<file path="src/rtl/cln_pkg.sv">
// Shared types and constants for the character LCD 4-bit interface block.
// Depends on nothing; used by cln_if.sv, cln_seq.sv and the top level.
`default_nettype none

package cln_pkg;

    // Field widths
    localparam int unsigned FUNC_W   = 2;
    localparam int unsigned BYTE_W   = 8;
    localparam int unsigned COL_W    = 6;
    localparam int unsigned ROW_W    = 2;
    localparam int unsigned NIB_W    = 4;
    localparam int unsigned WAIT_W   = 14;
    localparam int unsigned LONG_W   = 12;
    localparam int unsigned SHORT_W  = 8;
    localparam int unsigned STEP_W   = 4;
    localparam int unsigned CFG_IDX_W  = 2;
    localparam int unsigned CFG_DATA_W = 14;

    // Request codes
    localparam logic [FUNC_W-1:0] FUNC_TICK = 2'd0;
    localparam logic [FUNC_W-1:0] FUNC_CMD  = 2'd1;
    localparam logic [FUNC_W-1:0] FUNC_CHAR = 2'd2;
    localparam logic [FUNC_W-1:0] FUNC_POS  = 2'd3;

    // Register indexes
    localparam logic [CFG_IDX_W-1:0] REG_TWO_LINES  = 2'd0;
    localparam logic [CFG_IDX_W-1:0] REG_POWER_WAIT = 2'd1;
    localparam logic [CFG_IDX_W-1:0] REG_LONG_WAIT  = 2'd2;
    localparam logic [CFG_IDX_W-1:0] REG_SHORT_WAIT = 2'd3;

    // Register reset values
    localparam logic               RST_TWO_LINES  = 1'b1;
    localparam logic [WAIT_W-1:0]  RST_POWER_WAIT = 14'd15000;
    localparam logic [LONG_W-1:0]  RST_LONG_WAIT  = 12'd1600;
    localparam logic [SHORT_W-1:0] RST_SHORT_WAIT = 8'd43;

    // Command codes and init nibbles
    localparam logic [BYTE_W-1:0] CMD_FSET_2L   = 8'h28;
    localparam logic [BYTE_W-1:0] CMD_FSET_1L   = 8'h20;
    localparam logic [BYTE_W-1:0] CMD_CLEAR     = 8'h01;
    localparam logic [BYTE_W-1:0] CMD_ENTRY     = 8'h06;
    localparam logic [BYTE_W-1:0] CMD_DISP_ON   = 8'h0C;
    localparam logic [BYTE_W-1:0] CMD_SET_ADDR  = 8'h80;
    localparam logic [BYTE_W-1:0] LONG_CMD_MASK = 8'hFC;
    localparam logic [NIB_W-1:0]  NIB_INIT_8BIT = 4'h3;
    localparam logic [NIB_W-1:0]  NIB_INIT_4BIT = 4'h2;

    // Fixed init waits in ticks
    localparam logic [WAIT_W-1:0] WAIT_INIT_FIRST = 14'd4100;
    localparam logic [WAIT_W-1:0] WAIT_INIT_REST  = 14'd120;

    // Init sequence steps
    localparam logic [STEP_W-1:0] STEP_NIB_LAST = 4'd2;
    localparam logic [STEP_W-1:0] STEP_NIB_4BIT = 4'd3;
    localparam logic [STEP_W-1:0] STEP_FSET     = 4'd4;
    localparam logic [STEP_W-1:0] STEP_CLEAR    = 4'd5;
    localparam logic [STEP_W-1:0] STEP_ENTRY    = 4'd6;
    localparam logic [STEP_W-1:0] STEP_DISP_ON  = 4'd7;
    localparam logic [STEP_W-1:0] STEP_DONE     = 4'd8;

    typedef struct packed {
        logic               two_lines;
        logic [WAIT_W-1:0]  power_wait;
        logic [LONG_W-1:0]  long_wait;
        logic [SHORT_W-1:0] short_wait;
    } t_cfg;

    typedef struct packed {
        logic             pin_e;
        logic             pin_rs;
        logic [NIB_W-1:0] pin_data;
        logic             ready_res;
        logic             rejected;
    } t_result;

    // DDRAM offset of each display row
    function automatic logic [BYTE_W-1:0] row_offset(input logic [ROW_W-1:0] row);
        logic [BYTE_W-1:0] off;
        case (row)
            2'd0:    off = 8'd0;
            2'd1:    off = 8'd64;
            2'd2:    off = 8'd20;
            default: off = 8'd84;
        endcase
        return off;
    endfunction

endpackage

`default_nettype wire

</file>
<file path="src/rtl/cln_if.sv">
// Handshake channel interfaces: request input, pin-state output, register writes.
// Depends on cln_pkg for field widths.
`default_nettype none

interface cln_in_if;
    logic                          valid;
    logic                          ready;
    logic [cln_pkg::FUNC_W-1:0]    func;
    logic [cln_pkg::BYTE_W-1:0]    data_byte;
    logic [cln_pkg::COL_W-1:0]     column;
    logic [cln_pkg::ROW_W-1:0]     row;

    modport source (output valid, func, data_byte, column, row, input ready);
    modport sink   (input valid, func, data_byte, column, row, output ready);
endinterface

interface cln_out_if;
    logic                       valid;
    logic                       ready;
    logic                       pin_e;
    logic                       pin_rs;
    logic [cln_pkg::NIB_W-1:0]  pin_data;
    logic                       ready_res;
    logic                       rejected;

    modport source (output valid, pin_e, pin_rs, pin_data, ready_res, rejected,
                    input ready);
    modport sink   (input valid, pin_e, pin_rs, pin_data, ready_res, rejected,
                    output ready);
endinterface

interface cln_cfg_if;
    logic                            valid;
    logic                            ready;
    logic [cln_pkg::CFG_IDX_W-1:0]   reg_index;
    logic [cln_pkg::CFG_DATA_W-1:0]  wdata;

    modport source (output valid, reg_index, wdata, input ready);
    modport sink   (input valid, reg_index, wdata, output ready);
endinterface

`default_nettype wire

</file>
<file path="src/rtl/cln_seq.sv">
// LCD sequencer: power-up wait, init sequence, nibble strobing and command waits.
// Advances one item per i_step; depends on cln_pkg.
`default_nettype none

module cln_seq (
    input  wire logic                         i_clk,
    input  wire logic                         i_rst_n,
    input  wire logic                         i_step,
    input  wire logic [cln_pkg::FUNC_W-1:0]   i_func,
    input  wire logic [cln_pkg::BYTE_W-1:0]   i_data_byte,
    input  wire logic [cln_pkg::COL_W-1:0]    i_column,
    input  wire logic [cln_pkg::ROW_W-1:0]    i_row,
    input  wire cln_pkg::t_cfg                i_cfg,
    output cln_pkg::t_result                  o_res
);

    localparam logic [2:0] PH_POWER = 3'd0;
    localparam logic [2:0] PH_EHIGH = 3'd1;
    localparam logic [2:0] PH_ELOW  = 3'd2;
    localparam logic [2:0] PH_WAIT  = 3'd3;
    localparam logic [2:0] PH_IDLE  = 3'd4;

    logic [2:0]                    r_phase, n_phase;
    logic [cln_pkg::WAIT_W-1:0]    r_wait, n_wait;
    logic [cln_pkg::BYTE_W-1:0]    r_pending, n_pending;
    logic                          r_low_next, n_low_next;
    logic                          r_rs, n_rs;
    logic [cln_pkg::STEP_W-1:0]    r_init_step, n_init_step;
    logic                          r_e, n_e;
    logic [cln_pkg::NIB_W-1:0]     r_data, n_data;

    logic                          rejected;
    logic                          do_init;
    logic [cln_pkg::STEP_W-1:0]    init_sel;
    logic [cln_pkg::WAIT_W-1:0]    wait_inc;
    logic [cln_pkg::WAIT_W-1:0]    wait_after;
    logic [cln_pkg::BYTE_W-1:0]    req_byte;
    logic [cln_pkg::BYTE_W-1:0]    pos_sum;
    logic [cln_pkg::BYTE_W-1:0]    init_byte;

    // Saturating power-up tick count
    assign wait_inc = (r_wait != '1) ? r_wait + 1'b1 : r_wait;

    // Wait that follows the current nibble or byte
    always_comb begin
        if (r_init_step < cln_pkg::STEP_FSET) begin
            wait_after = (r_init_step == '0) ? cln_pkg::WAIT_INIT_FIRST
                                              : cln_pkg::WAIT_INIT_REST;
        end else if (!r_rs && ((r_pending & cln_pkg::LONG_CMD_MASK) == '0)) begin
            wait_after = {{(cln_pkg::WAIT_W-cln_pkg::LONG_W){1'b0}}, i_cfg.long_wait};
        end else begin
            wait_after = {{(cln_pkg::WAIT_W-cln_pkg::SHORT_W){1'b0}}, i_cfg.short_wait};
        end
    end

    // Byte for an accepted request
    assign pos_sum = cln_pkg::row_offset(i_row)
                   + {{(cln_pkg::BYTE_W-cln_pkg::COL_W){1'b0}}, i_column};
    assign req_byte = (i_func == cln_pkg::FUNC_POS) ? (pos_sum | cln_pkg::CMD_SET_ADDR)
                                                    : i_data_byte;

    // Command byte of an init step
    always_comb begin
        case (init_sel)
            cln_pkg::STEP_FSET:  init_byte = i_cfg.two_lines ? cln_pkg::CMD_FSET_2L
                                                             : cln_pkg::CMD_FSET_1L;
            cln_pkg::STEP_CLEAR: init_byte = cln_pkg::CMD_CLEAR;
            cln_pkg::STEP_ENTRY: init_byte = cln_pkg::CMD_ENTRY;
            default:             init_byte = cln_pkg::CMD_DISP_ON;
        endcase
    end

    // Next state for one item
    always_comb begin
        n_phase     = r_phase;
        n_wait      = r_wait;
        n_pending   = r_pending;
        n_low_next  = r_low_next;
        n_rs        = r_rs;
        n_init_step = r_init_step;
        n_e         = r_e;
        n_data      = r_data;
        rejected    = 1'b0;
        do_init     = 1'b0;
        init_sel    = r_init_step;

        if (i_func == cln_pkg::FUNC_TICK) begin
            case (r_phase)
                PH_POWER: begin
                    if (wait_inc >= i_cfg.power_wait) begin
                        n_wait      = '0;
                        n_init_step = '0;
                        init_sel    = '0;
                        do_init     = 1'b1;
                    end else begin
                        n_wait = wait_inc;
                    end
                end
                PH_EHIGH: begin
                    n_e     = 1'b0;
                    n_phase = PH_ELOW;
                end
                PH_ELOW: begin
                    if (r_low_next) begin
                        n_data     = r_pending[cln_pkg::NIB_W-1:0];
                        n_e        = 1'b1;
                        n_low_next = 1'b0;
                        n_phase    = PH_EHIGH;
                    end else begin
                        n_wait  = wait_after;
                        n_phase = PH_WAIT;
                    end
                end
                PH_WAIT: begin
                    if (r_wait > 14'd1) begin
                        n_wait = r_wait - 1'b1;
                    end else begin
                        n_wait = '0;
                        if (r_init_step < cln_pkg::STEP_DONE) begin
                            n_init_step = r_init_step + 1'b1;
                            init_sel    = r_init_step + 1'b1;
                            do_init     = 1'b1;
                        end else begin
                            n_phase = PH_IDLE;
                        end
                    end
                end
                default: begin
                    n_phase = PH_IDLE;
                end
            endcase
        end else if (r_phase != PH_IDLE) begin
            // drop requests while busy
            rejected = 1'b1;
        end else begin
            n_pending  = req_byte;
            n_rs       = (i_func == cln_pkg::FUNC_CHAR);
            n_data     = req_byte[cln_pkg::BYTE_W-1:cln_pkg::NIB_W];
            n_e        = 1'b1;
            n_low_next = 1'b1;
            n_phase    = PH_EHIGH;
        end

        // Launch the selected init step
        if (do_init) begin
            if (init_sel <= cln_pkg::STEP_NIB_4BIT) begin
                n_rs       = 1'b0;
                n_data     = (init_sel <= cln_pkg::STEP_NIB_LAST) ? cln_pkg::NIB_INIT_8BIT
                                                                  : cln_pkg::NIB_INIT_4BIT;
                n_e        = 1'b1;
                n_low_next = 1'b0;
                n_phase    = PH_EHIGH;
            end else if (init_sel < cln_pkg::STEP_DONE) begin
                n_pending  = init_byte;
                n_rs       = 1'b0;
                n_data     = init_byte[cln_pkg::BYTE_W-1:cln_pkg::NIB_W];
                n_e        = 1'b1;
                n_low_next = 1'b1;
                n_phase    = PH_EHIGH;
            end else begin
                n_phase = PH_IDLE;
            end
        end
    end

    // Result of this item
    always_comb begin
        o_res.pin_e     = n_e;
        o_res.pin_rs    = n_rs;
        o_res.pin_data  = n_data;
        o_res.ready_res = (n_phase == PH_IDLE);
        o_res.rejected  = rejected;
    end

    // Advance state on each accepted item
    always_ff @(posedge i_clk) begin
        if (!i_rst_n) begin
            r_phase     <= PH_POWER;
            r_wait      <= '0;
            r_pending   <= '0;
            r_low_next  <= 1'b0;
            r_rs        <= 1'b0;
            r_init_step <= '0;
            r_e         <= 1'b0;
            r_data      <= '0;
        end else if (i_step) begin
            r_phase     <= n_phase;
            r_wait      <= n_wait;
            r_pending   <= n_pending;
            r_low_next  <= n_low_next;
            r_rs        <= n_rs;
            r_init_step <= n_init_step;
            r_e         <= n_e;
            r_data      <= n_data;
        end
    end

    // E is high exactly while the strobe-high phase holds
    a_e_level: assert property (@(posedge i_clk) disable iff (!i_rst_n)
        (r_phase == PH_EHIGH) == r_e)
        else $error("E level out of step with strobe phase");

    // Busy requests leave the sequencer untouched
    a_reject_holds: assert property (@(posedge i_clk) disable iff (!i_rst_n)
        (i_step && (i_func != cln_pkg::FUNC_TICK) && (r_phase != PH_IDLE))
        |=> ($stable(r_phase) && $stable(r_pending) && $stable(r_wait) && $stable(r_rs)))
        else $error("dropped request changed sequencer state");

    // Idle only once the init sequence has finished
    a_idle_after_init: assert property (@(posedge i_clk) disable iff (!i_rst_n)
        (r_phase == PH_IDLE) |-> (r_init_step == cln_pkg::STEP_DONE))
        else $error("idle before init sequence completed");

    // Init step never runs past its end
    a_step_range: assert property (@(posedge i_clk) disable iff (!i_rst_n)
        r_init_step <= cln_pkg::STEP_DONE)
        else $error("init step out of range");

endmodule

`default_nettype wire

</file>
<file path="src/rtl/char_lcd_nibble_interface_top.sv">
// Character LCD 4-bit interface: top level with register bank and output stage.
// Depends on cln_pkg, cln_if.sv and cln_seq.
//
// Usage:
//   i_in  carries items: a one-microsecond tick (func 0) or a request
//         (func 1 command, 2 character, 3 set cursor position).
//   o_out returns one item per input item: the E, RS and D4..D7 pin levels
//         after that item, ready_res (idle, a request would be taken) and
//         rejected (request dropped because the controller was busy).
//   i_cfg writes the two_lines, power_wait_us, long_wait_us and
//         short_wait_us registers; always ready, write only while idle.
// Timing: one item per cycle sustained while results are taken; each result
//   appears in the output register in the cycle after its item is accepted. The
//   sequencer state and a single result register are the only storage; no other buffering.
// Reset: registers return to their defaults and the sequencer starts the
//   power-up wait, then the init nibbles and commands, paced by ticks.
// Stall: while the output register holds an untaken result, a new item is
//   accepted only in a cycle where that result is taken.
`default_nettype none

module char_lcd_nibble_interface_top (
    input  wire logic  i_clk,
    input  wire logic  i_rst_n,
    cln_in_if.sink     i_in,
    cln_out_if.source  o_out,
    cln_cfg_if.sink    i_cfg
);

    cln_pkg::t_cfg     r_cfg;
    cln_pkg::t_result  seq_res;
    cln_pkg::t_result  r_res;
    logic              r_out_valid;
    logic              in_accept;

    // Take a new item whenever the output slot is free or draining
    assign i_in.ready = !r_out_valid || o_out.ready;
    assign in_accept  = i_in.valid && i_in.ready;
    assign i_cfg.ready = 1'b1;

    // Register bank
    always_ff @(posedge i_clk) begin
        if (!i_rst_n) begin
            r_cfg.two_lines  <= cln_pkg::RST_TWO_LINES;
            r_cfg.power_wait <= cln_pkg::RST_POWER_WAIT;
            r_cfg.long_wait  <= cln_pkg::RST_LONG_WAIT;
            r_cfg.short_wait <= cln_pkg::RST_SHORT_WAIT;
        end else if (i_cfg.valid) begin
            case (i_cfg.reg_index)
                cln_pkg::REG_TWO_LINES:  r_cfg.two_lines  <= i_cfg.wdata[0];
                cln_pkg::REG_POWER_WAIT: r_cfg.power_wait <= i_cfg.wdata;
                cln_pkg::REG_LONG_WAIT:
                    r_cfg.long_wait  <= i_cfg.wdata[cln_pkg::LONG_W-1:0];
                cln_pkg::REG_SHORT_WAIT:
                    r_cfg.short_wait <= i_cfg.wdata[cln_pkg::SHORT_W-1:0];
                default: begin
                end
            endcase
        end
    end

    cln_seq u_seq (
        .i_clk       (i_clk),
        .i_rst_n     (i_rst_n),
        .i_step      (in_accept),
        .i_func      (i_in.func),
        .i_data_byte (i_in.data_byte),
        .i_column    (i_in.column),
        .i_row       (i_in.row),
        .i_cfg       (r_cfg),
        .o_res       (seq_res)
    );

    // Output valid flag
    always_ff @(posedge i_clk) begin
        if (!i_rst_n) begin
            r_out_valid <= 1'b0;
        end else if (in_accept) begin
            r_out_valid <= 1'b1;
        end else if (o_out.ready) begin
            r_out_valid <= 1'b0;
        end
    end

    // Output payload: load on accept, hold otherwise
    always_ff @(posedge i_clk) begin
        if (in_accept) begin
            r_res <= seq_res;
        end
    end

    assign o_out.valid     = r_out_valid;
    assign o_out.pin_e     = r_res.pin_e;
    assign o_out.pin_rs    = r_res.pin_rs;
    assign o_out.pin_data  = r_res.pin_data;
    assign o_out.ready_res = r_res.ready_res;
    assign o_out.rejected  = r_res.rejected;

    // A held result is not overwritten while stalled
    a_no_overwrite: assert property (@(posedge i_clk) disable iff (!i_rst_n)
        (r_out_valid && !o_out.ready) |-> !in_accept)
        else $error("result overwritten while stalled");

    // Every accepted item yields a pending result next cycle
    a_result_follows: assert property (@(posedge i_clk) disable iff (!i_rst_n)
        in_accept |=> r_out_valid)
        else $error("accepted item produced no result");

endmodule

`default_nettype wire

</file>
<file path="src/flat_wrapper.sv">
// flat-port wrapper written by rule: the top's interface ports become plain ports
module char_lcd_nibble_interface_top_flat 
  (i_clk, i_rst_n, i_in_valid, i_in_func, i_in_data_byte, i_in_column, i_in_row, i_in_ready, o_out_valid, o_out_pin_e, o_out_pin_rs, o_out_pin_data, o_out_ready_res, o_out_rejected, o_out_ready, i_cfg_valid, i_cfg_reg_index, i_cfg_wdata, i_cfg_ready);
  cln_in_if i_in_i ();
  cln_out_if o_out_i ();
  cln_cfg_if i_cfg_i ();
  input  wire logic i_clk;
  input  wire logic i_rst_n;
  input wire logic [$bits(i_in_i.valid)-1:0] i_in_valid;
  input wire logic [$bits(i_in_i.func)-1:0] i_in_func;
  input wire logic [$bits(i_in_i.data_byte)-1:0] i_in_data_byte;
  input wire logic [$bits(i_in_i.column)-1:0] i_in_column;
  input wire logic [$bits(i_in_i.row)-1:0] i_in_row;
  output wire logic [$bits(i_in_i.ready)-1:0] i_in_ready;
  output wire logic [$bits(o_out_i.valid)-1:0] o_out_valid;
  output wire logic [$bits(o_out_i.pin_e)-1:0] o_out_pin_e;
  output wire logic [$bits(o_out_i.pin_rs)-1:0] o_out_pin_rs;
  output wire logic [$bits(o_out_i.pin_data)-1:0] o_out_pin_data;
  output wire logic [$bits(o_out_i.ready_res)-1:0] o_out_ready_res;
  output wire logic [$bits(o_out_i.rejected)-1:0] o_out_rejected;
  input wire logic [$bits(o_out_i.ready)-1:0] o_out_ready;
  input wire logic [$bits(i_cfg_i.valid)-1:0] i_cfg_valid;
  input wire logic [$bits(i_cfg_i.reg_index)-1:0] i_cfg_reg_index;
  input wire logic [$bits(i_cfg_i.wdata)-1:0] i_cfg_wdata;
  output wire logic [$bits(i_cfg_i.ready)-1:0] i_cfg_ready;
  assign i_in_i.valid = i_in_valid;
  assign i_in_i.func = i_in_func;
  assign i_in_i.data_byte = i_in_data_byte;
  assign i_in_i.column = i_in_column;
  assign i_in_i.row = i_in_row;
  assign i_in_ready = i_in_i.ready;
  assign o_out_valid = o_out_i.valid;
  assign o_out_pin_e = o_out_i.pin_e;
  assign o_out_pin_rs = o_out_i.pin_rs;
  assign o_out_pin_data = o_out_i.pin_data;
  assign o_out_ready_res = o_out_i.ready_res;
  assign o_out_rejected = o_out_i.rejected;
  assign o_out_i.ready = o_out_ready;
  assign i_cfg_i.valid = i_cfg_valid;
  assign i_cfg_i.reg_index = i_cfg_reg_index;
  assign i_cfg_i.wdata = i_cfg_wdata;
  assign i_cfg_ready = i_cfg_i.ready;
  char_lcd_nibble_interface_top u_core (.i_clk(i_clk), .i_rst_n(i_rst_n), .i_in(i_in_i), .o_out(o_out_i), .i_cfg(i_cfg_i));
endmodule
</file>
<file path="config.mk">
export PLATFORM = sky130hd
export DESIGN_NAME = char_lcd_nibble_interface_top_flat
export DESIGN_NICKNAME = d
export VERILOG_FILES = /design/src/rtl/cln_pkg.sv /design/src/rtl/cln_if.sv /design/src/rtl/cln_seq.sv /design/src/rtl/char_lcd_nibble_interface_top.sv /design/src/flat_wrapper.sv
export SDC_FILE = /design/constraint.sdc
export NUM_CORES = 1
export LEC_CHECK = 0
export BUFFER_PORTS_ARGS = -buffer_cell sky130_fd_sc_hd__buf_2
export CAP_MARGIN = 25
export CORE_MARGIN = 4
export CORE_UTILIZATION = 45
export DETAILED_ROUTE_END_ITERATION = 10
export PLACE_DENSITY_LB_ADDON = 0.3
export SKIP_LAST_GASP = 1
export SLEW_MARGIN = 20
export SYNTH_ARGS = -nofsm -noshare
export SYNTH_HDL_FRONTEND = slang
export SYNTH_SLANG_ARGS = --single-unit
</file>
<file path="constraint.sdc">
create_clock -name i_clk -period 3.5 [get_ports i_clk]
set_input_delay 0.7 -clock i_clk [delete_from_list [all_inputs] [get_ports i_clk]]
set_output_delay 0.7 -clock i_clk [all_outputs]
set_load 0.01 [all_outputs]
</file>
==> results.cfg <==
[yosys]
syn_area_um2 = 4915
synth_flop_cell = dfxtp_1
synth-seq-cells = 80
yosys_warnings = 0
yosysTopAreaCell = dfxtp_1
synthArstFlopShare_pct = 0
ys_seq_area_share_pct = 34.22
yosysMostFrequentCell = nand2_1
yosysTopAreaCellShare_pct = 29.33
synth.avg_cell_area_um2 = 7.667
yosysUniqueCellTypes = 66
synth-edff-count = 8
syn-instance-count = 641
syn_nets = 702
ys_top_cells_by_count = 120 x nand2_1, 76 x a21oi_1, 72 x dfxtp_1
synth_area_leaders = dfxtp_1 29%, nand2_1 9.2%, a21oi_1 7.7%

[detailed_routing]
postRouteAntennaNets = 0
dr.pass1.iters = 6
num_vias = 4942
drc = 0
met1_length_um = 6273
wl_per_cell_um = 16.31
drt-total-wl_um = 13670
vias_per_cell = 5.897
drt_iter0_markers = 307
wl_met3_um = 817
topRoutingLayerUsed = met4
dr_wl_met2_um = 6370

[setup_path]
end_kind = flop
crit_path_max_fanout = 6
arrival_ns = 3.66
r2r_slack_ns = 0.13
critical_path_class = flop to flop
ff2ff_path_depth = 16
crit_path_start_kind = flop
rr_endpoint = u_core.u_seq.r_phase[1]
required_ns = 3.79
reg2reg_from = u_core.u_seq.r_wait[7]

[layout]
fill_cells = 999
multi_input_area_um2 = 3114
stdcell_count = 838
num_antenna_cells = 0
seq_area_um2 = 1684
drive_gt1_share_pct = 22.08
syn2layout_area_growth_pct = 19.65
nNetsFinal = 758

[clocking]
cts_sinks = 80
insertion_delay_ns = 0.37
htreeDepth = 3
cts_tree = yes
cts_max_path_buffers = 2
clkTransAtPathRegs_ns = 0.09
root_buffer = clkbuf_8
cts_buffers = 9

[global_route]
grt_pass1_wl_um = 22110
antenna_found_initial = 0
grt_usage_pct = 21.03
grt_overflow = 0
grt_max_degree = 35
grt_pass1_vias = 4499

[sta]
setup_viol = 0
slew_headroom_pct = 40.50
finalClockSkew_ns = 0.01649
layout_setup_ws_ns = 0.1292
hold_viol = 0
fin_crit_sh_pct = 96.31
worstMarginPinSlew_ns = 0.8892
period_minus_slack_ns = 3.371
fmax_mhz = 296.7
drv_slew = 0

[placement]
gp_congestion = 0.9278
place_ws_ns = 0.004827
portBuffers = 48
dp_cells = 819
dpl.hpwl_um = 9735

[power_and_ir_drop]
p_per_area_nw_per_um2 = 358.6
power_w = 0.002109
vdd_drop_max_mv = 0.2834
power.leakage_nw = 2.378

[die]
die-width_um = 112.5
initial_core_util_pct = 46.97
die_height_um = 112.5
core-area_um2 = 10460
ios = 50
num_rows = 37
dieArea_um2 = 12660

[hold_path]
min_path_cells = 2
hp-class = flop to flop
hold_end = u_core.r_cfg[9]
min_from = u_core.r_cfg[9]

[status]
status = completed

[job]
cap_violations = 0
[layer usage]
metal / track usage [%] / vias up
li1: - / 2381
met2: 33.09 / 214
met1: 30.00 / 2330
met5: 0 / -
met4: 5.689 / 0
met3: 3.235 / 17
[repair_timing]
action	4_1_cts	5_1_grt
gates resized for setup	2	34
hold buffers	0	0
setup buffers	0	3
gates cloned	0	0
pin swaps	0	14
endpoints found under the setup margin	3	39
hold endpoints to repair	0	0
[flip-flops by register name, indices dropped and copies added (netlist names)]
signal and flops:
u_core.u_seq.r_low_next 1, u_core.o_out.pin_rs 1, u_core.u_seq.r_data 4, u_core.u_seq.r_init_step 4, u_core.u_seq.r_e 1, u_core.u_seq.r_wait 14, u_core.u_seq.r_rs 1, u_core.o_out.valid 1
u_core.o_out.pin_e 1, u_core.o_out.rejected 1, u_core.r_cfg 35, u_core.u_seq.r_phase 3, u_core.u_seq.r_pending 8, u_core.o_out.pin_data 4, u_core.o_out.ready_res 1
[worst max-delay path, cell delays in order, from the launching register on]
cell	delay (ns)
dfxtp_2	0.34
and3_4	0.18
and2_4	0.14
and3_4	0.18
buf_6	0.12
a31oi_4	0.18
nand3_2	0.12
xnor2_2	0.23
ha_1	0.29
nand4_1	0.12
a21oi_2	0.06
o311ai_4	0.26
nand4_1	0.15
buf_6	0.17
and2_4	0.15
or4_1	0.46
a21oi_1	0.14
[cell families (layout without fill, tap and decap cells)]
family / after synthesis / in the layout / share of synthesized area, %
compound gates: 186 / 186 / 23.73
xor+xnor: 22 / 22 / 3.920
fa+ha+maj: 22 / 22 / 5.601
buf+inv: 72 / 133 / 6.339
flops: 80 / 80 / 34.22
mux: 15 / 15 / 3.055
other cells: 1 / 1 / 0.07630
simple gates: 243 / 243 / 23.07
[cell type report]
type | count | area share, %
Multi-Input combinational cell | 489 | 52.96
Tap cell | 136 | 2.894
Timing Repair Buffer | 91 | 10.19
Clock buffer | 11 | 2.574
Inverter | 26 | 1.660
Clock inverter | 5 | 1.085
Sequential cell | 80 | 28.64
[metrics by stage]
step | setup TNS [ns] | utilization, % | instance area, µm² | hold slack, ns
finish | 0 | 56.21 | 5881 | 0.4571
global route | -0.2712 | 56.21 | 5881 | 0.4849
CTS | 0 | 54.44 | 5695 | 0.4579
detailed placement | 0 | 52.24 | 5465 | 0.4461
global placement | 0 | 52.24 | 5465 | 0.4408
floorplan | 0 | - | 4977 | 0.4357
[worst max-delay path by stage]
stage                                endpoint                   start  cells past startpoint
finish                u_core.u_seq.r_phase[1]  u_core.u_seq.r_wait[7]                     16
global route        u_core.u_seq.r_pending[5]  u_core.u_seq.r_wait[8]                     18
CTS                   u_core.u_seq.r_phase[1]  u_core.u_seq.r_wait[9]                     15
detailed placement  u_core.u_seq.r_pending[5]  u_core.u_seq.r_wait[9]                     17
global placement    u_core.u_seq.r_pending[5]  u_core.u_seq.r_wait[9]                     17
floorplan            u_core.o_out.pin_data[1]  u_core.u_seq.r_wait[8]                     17
[cells in the final DEF, fill, tap and decap left out, types with 8 or more instances in the layout]
cell type  synthesis  routed
nand2_1          120     118
mux2i_1           15      15
nor2_1            44      40
inv_1             26      26
clkbuf_8           0      11
xnor2_1           17      12
o211ai_1          13      13
buf_2              6      48
edfxtp_1           8       8
a21oi_1           76      73
dfxtp_1           72      70
buf_4              1      38
nand4_1            8       8
o21ai_0           32      29
a31oi_1           12       9
ha_1              22      21
a211oi_1           9       9
nand3_1           23      21
[power breakdown]
part | internal, W | total, W | switching, W | leakage, nW
clock network | 0.000373 | 0.000735 | 0.000362 | 0.106
logic | 0.000159 | 0.000387 | 0.000228 | 1.60
registers | 0.000962 | 0.000987 | 0.0000249 | 0.667
total | 0.00149 | 0.00211 | 0.000615 | 2.38
Power figures use the tool's default switching activity.
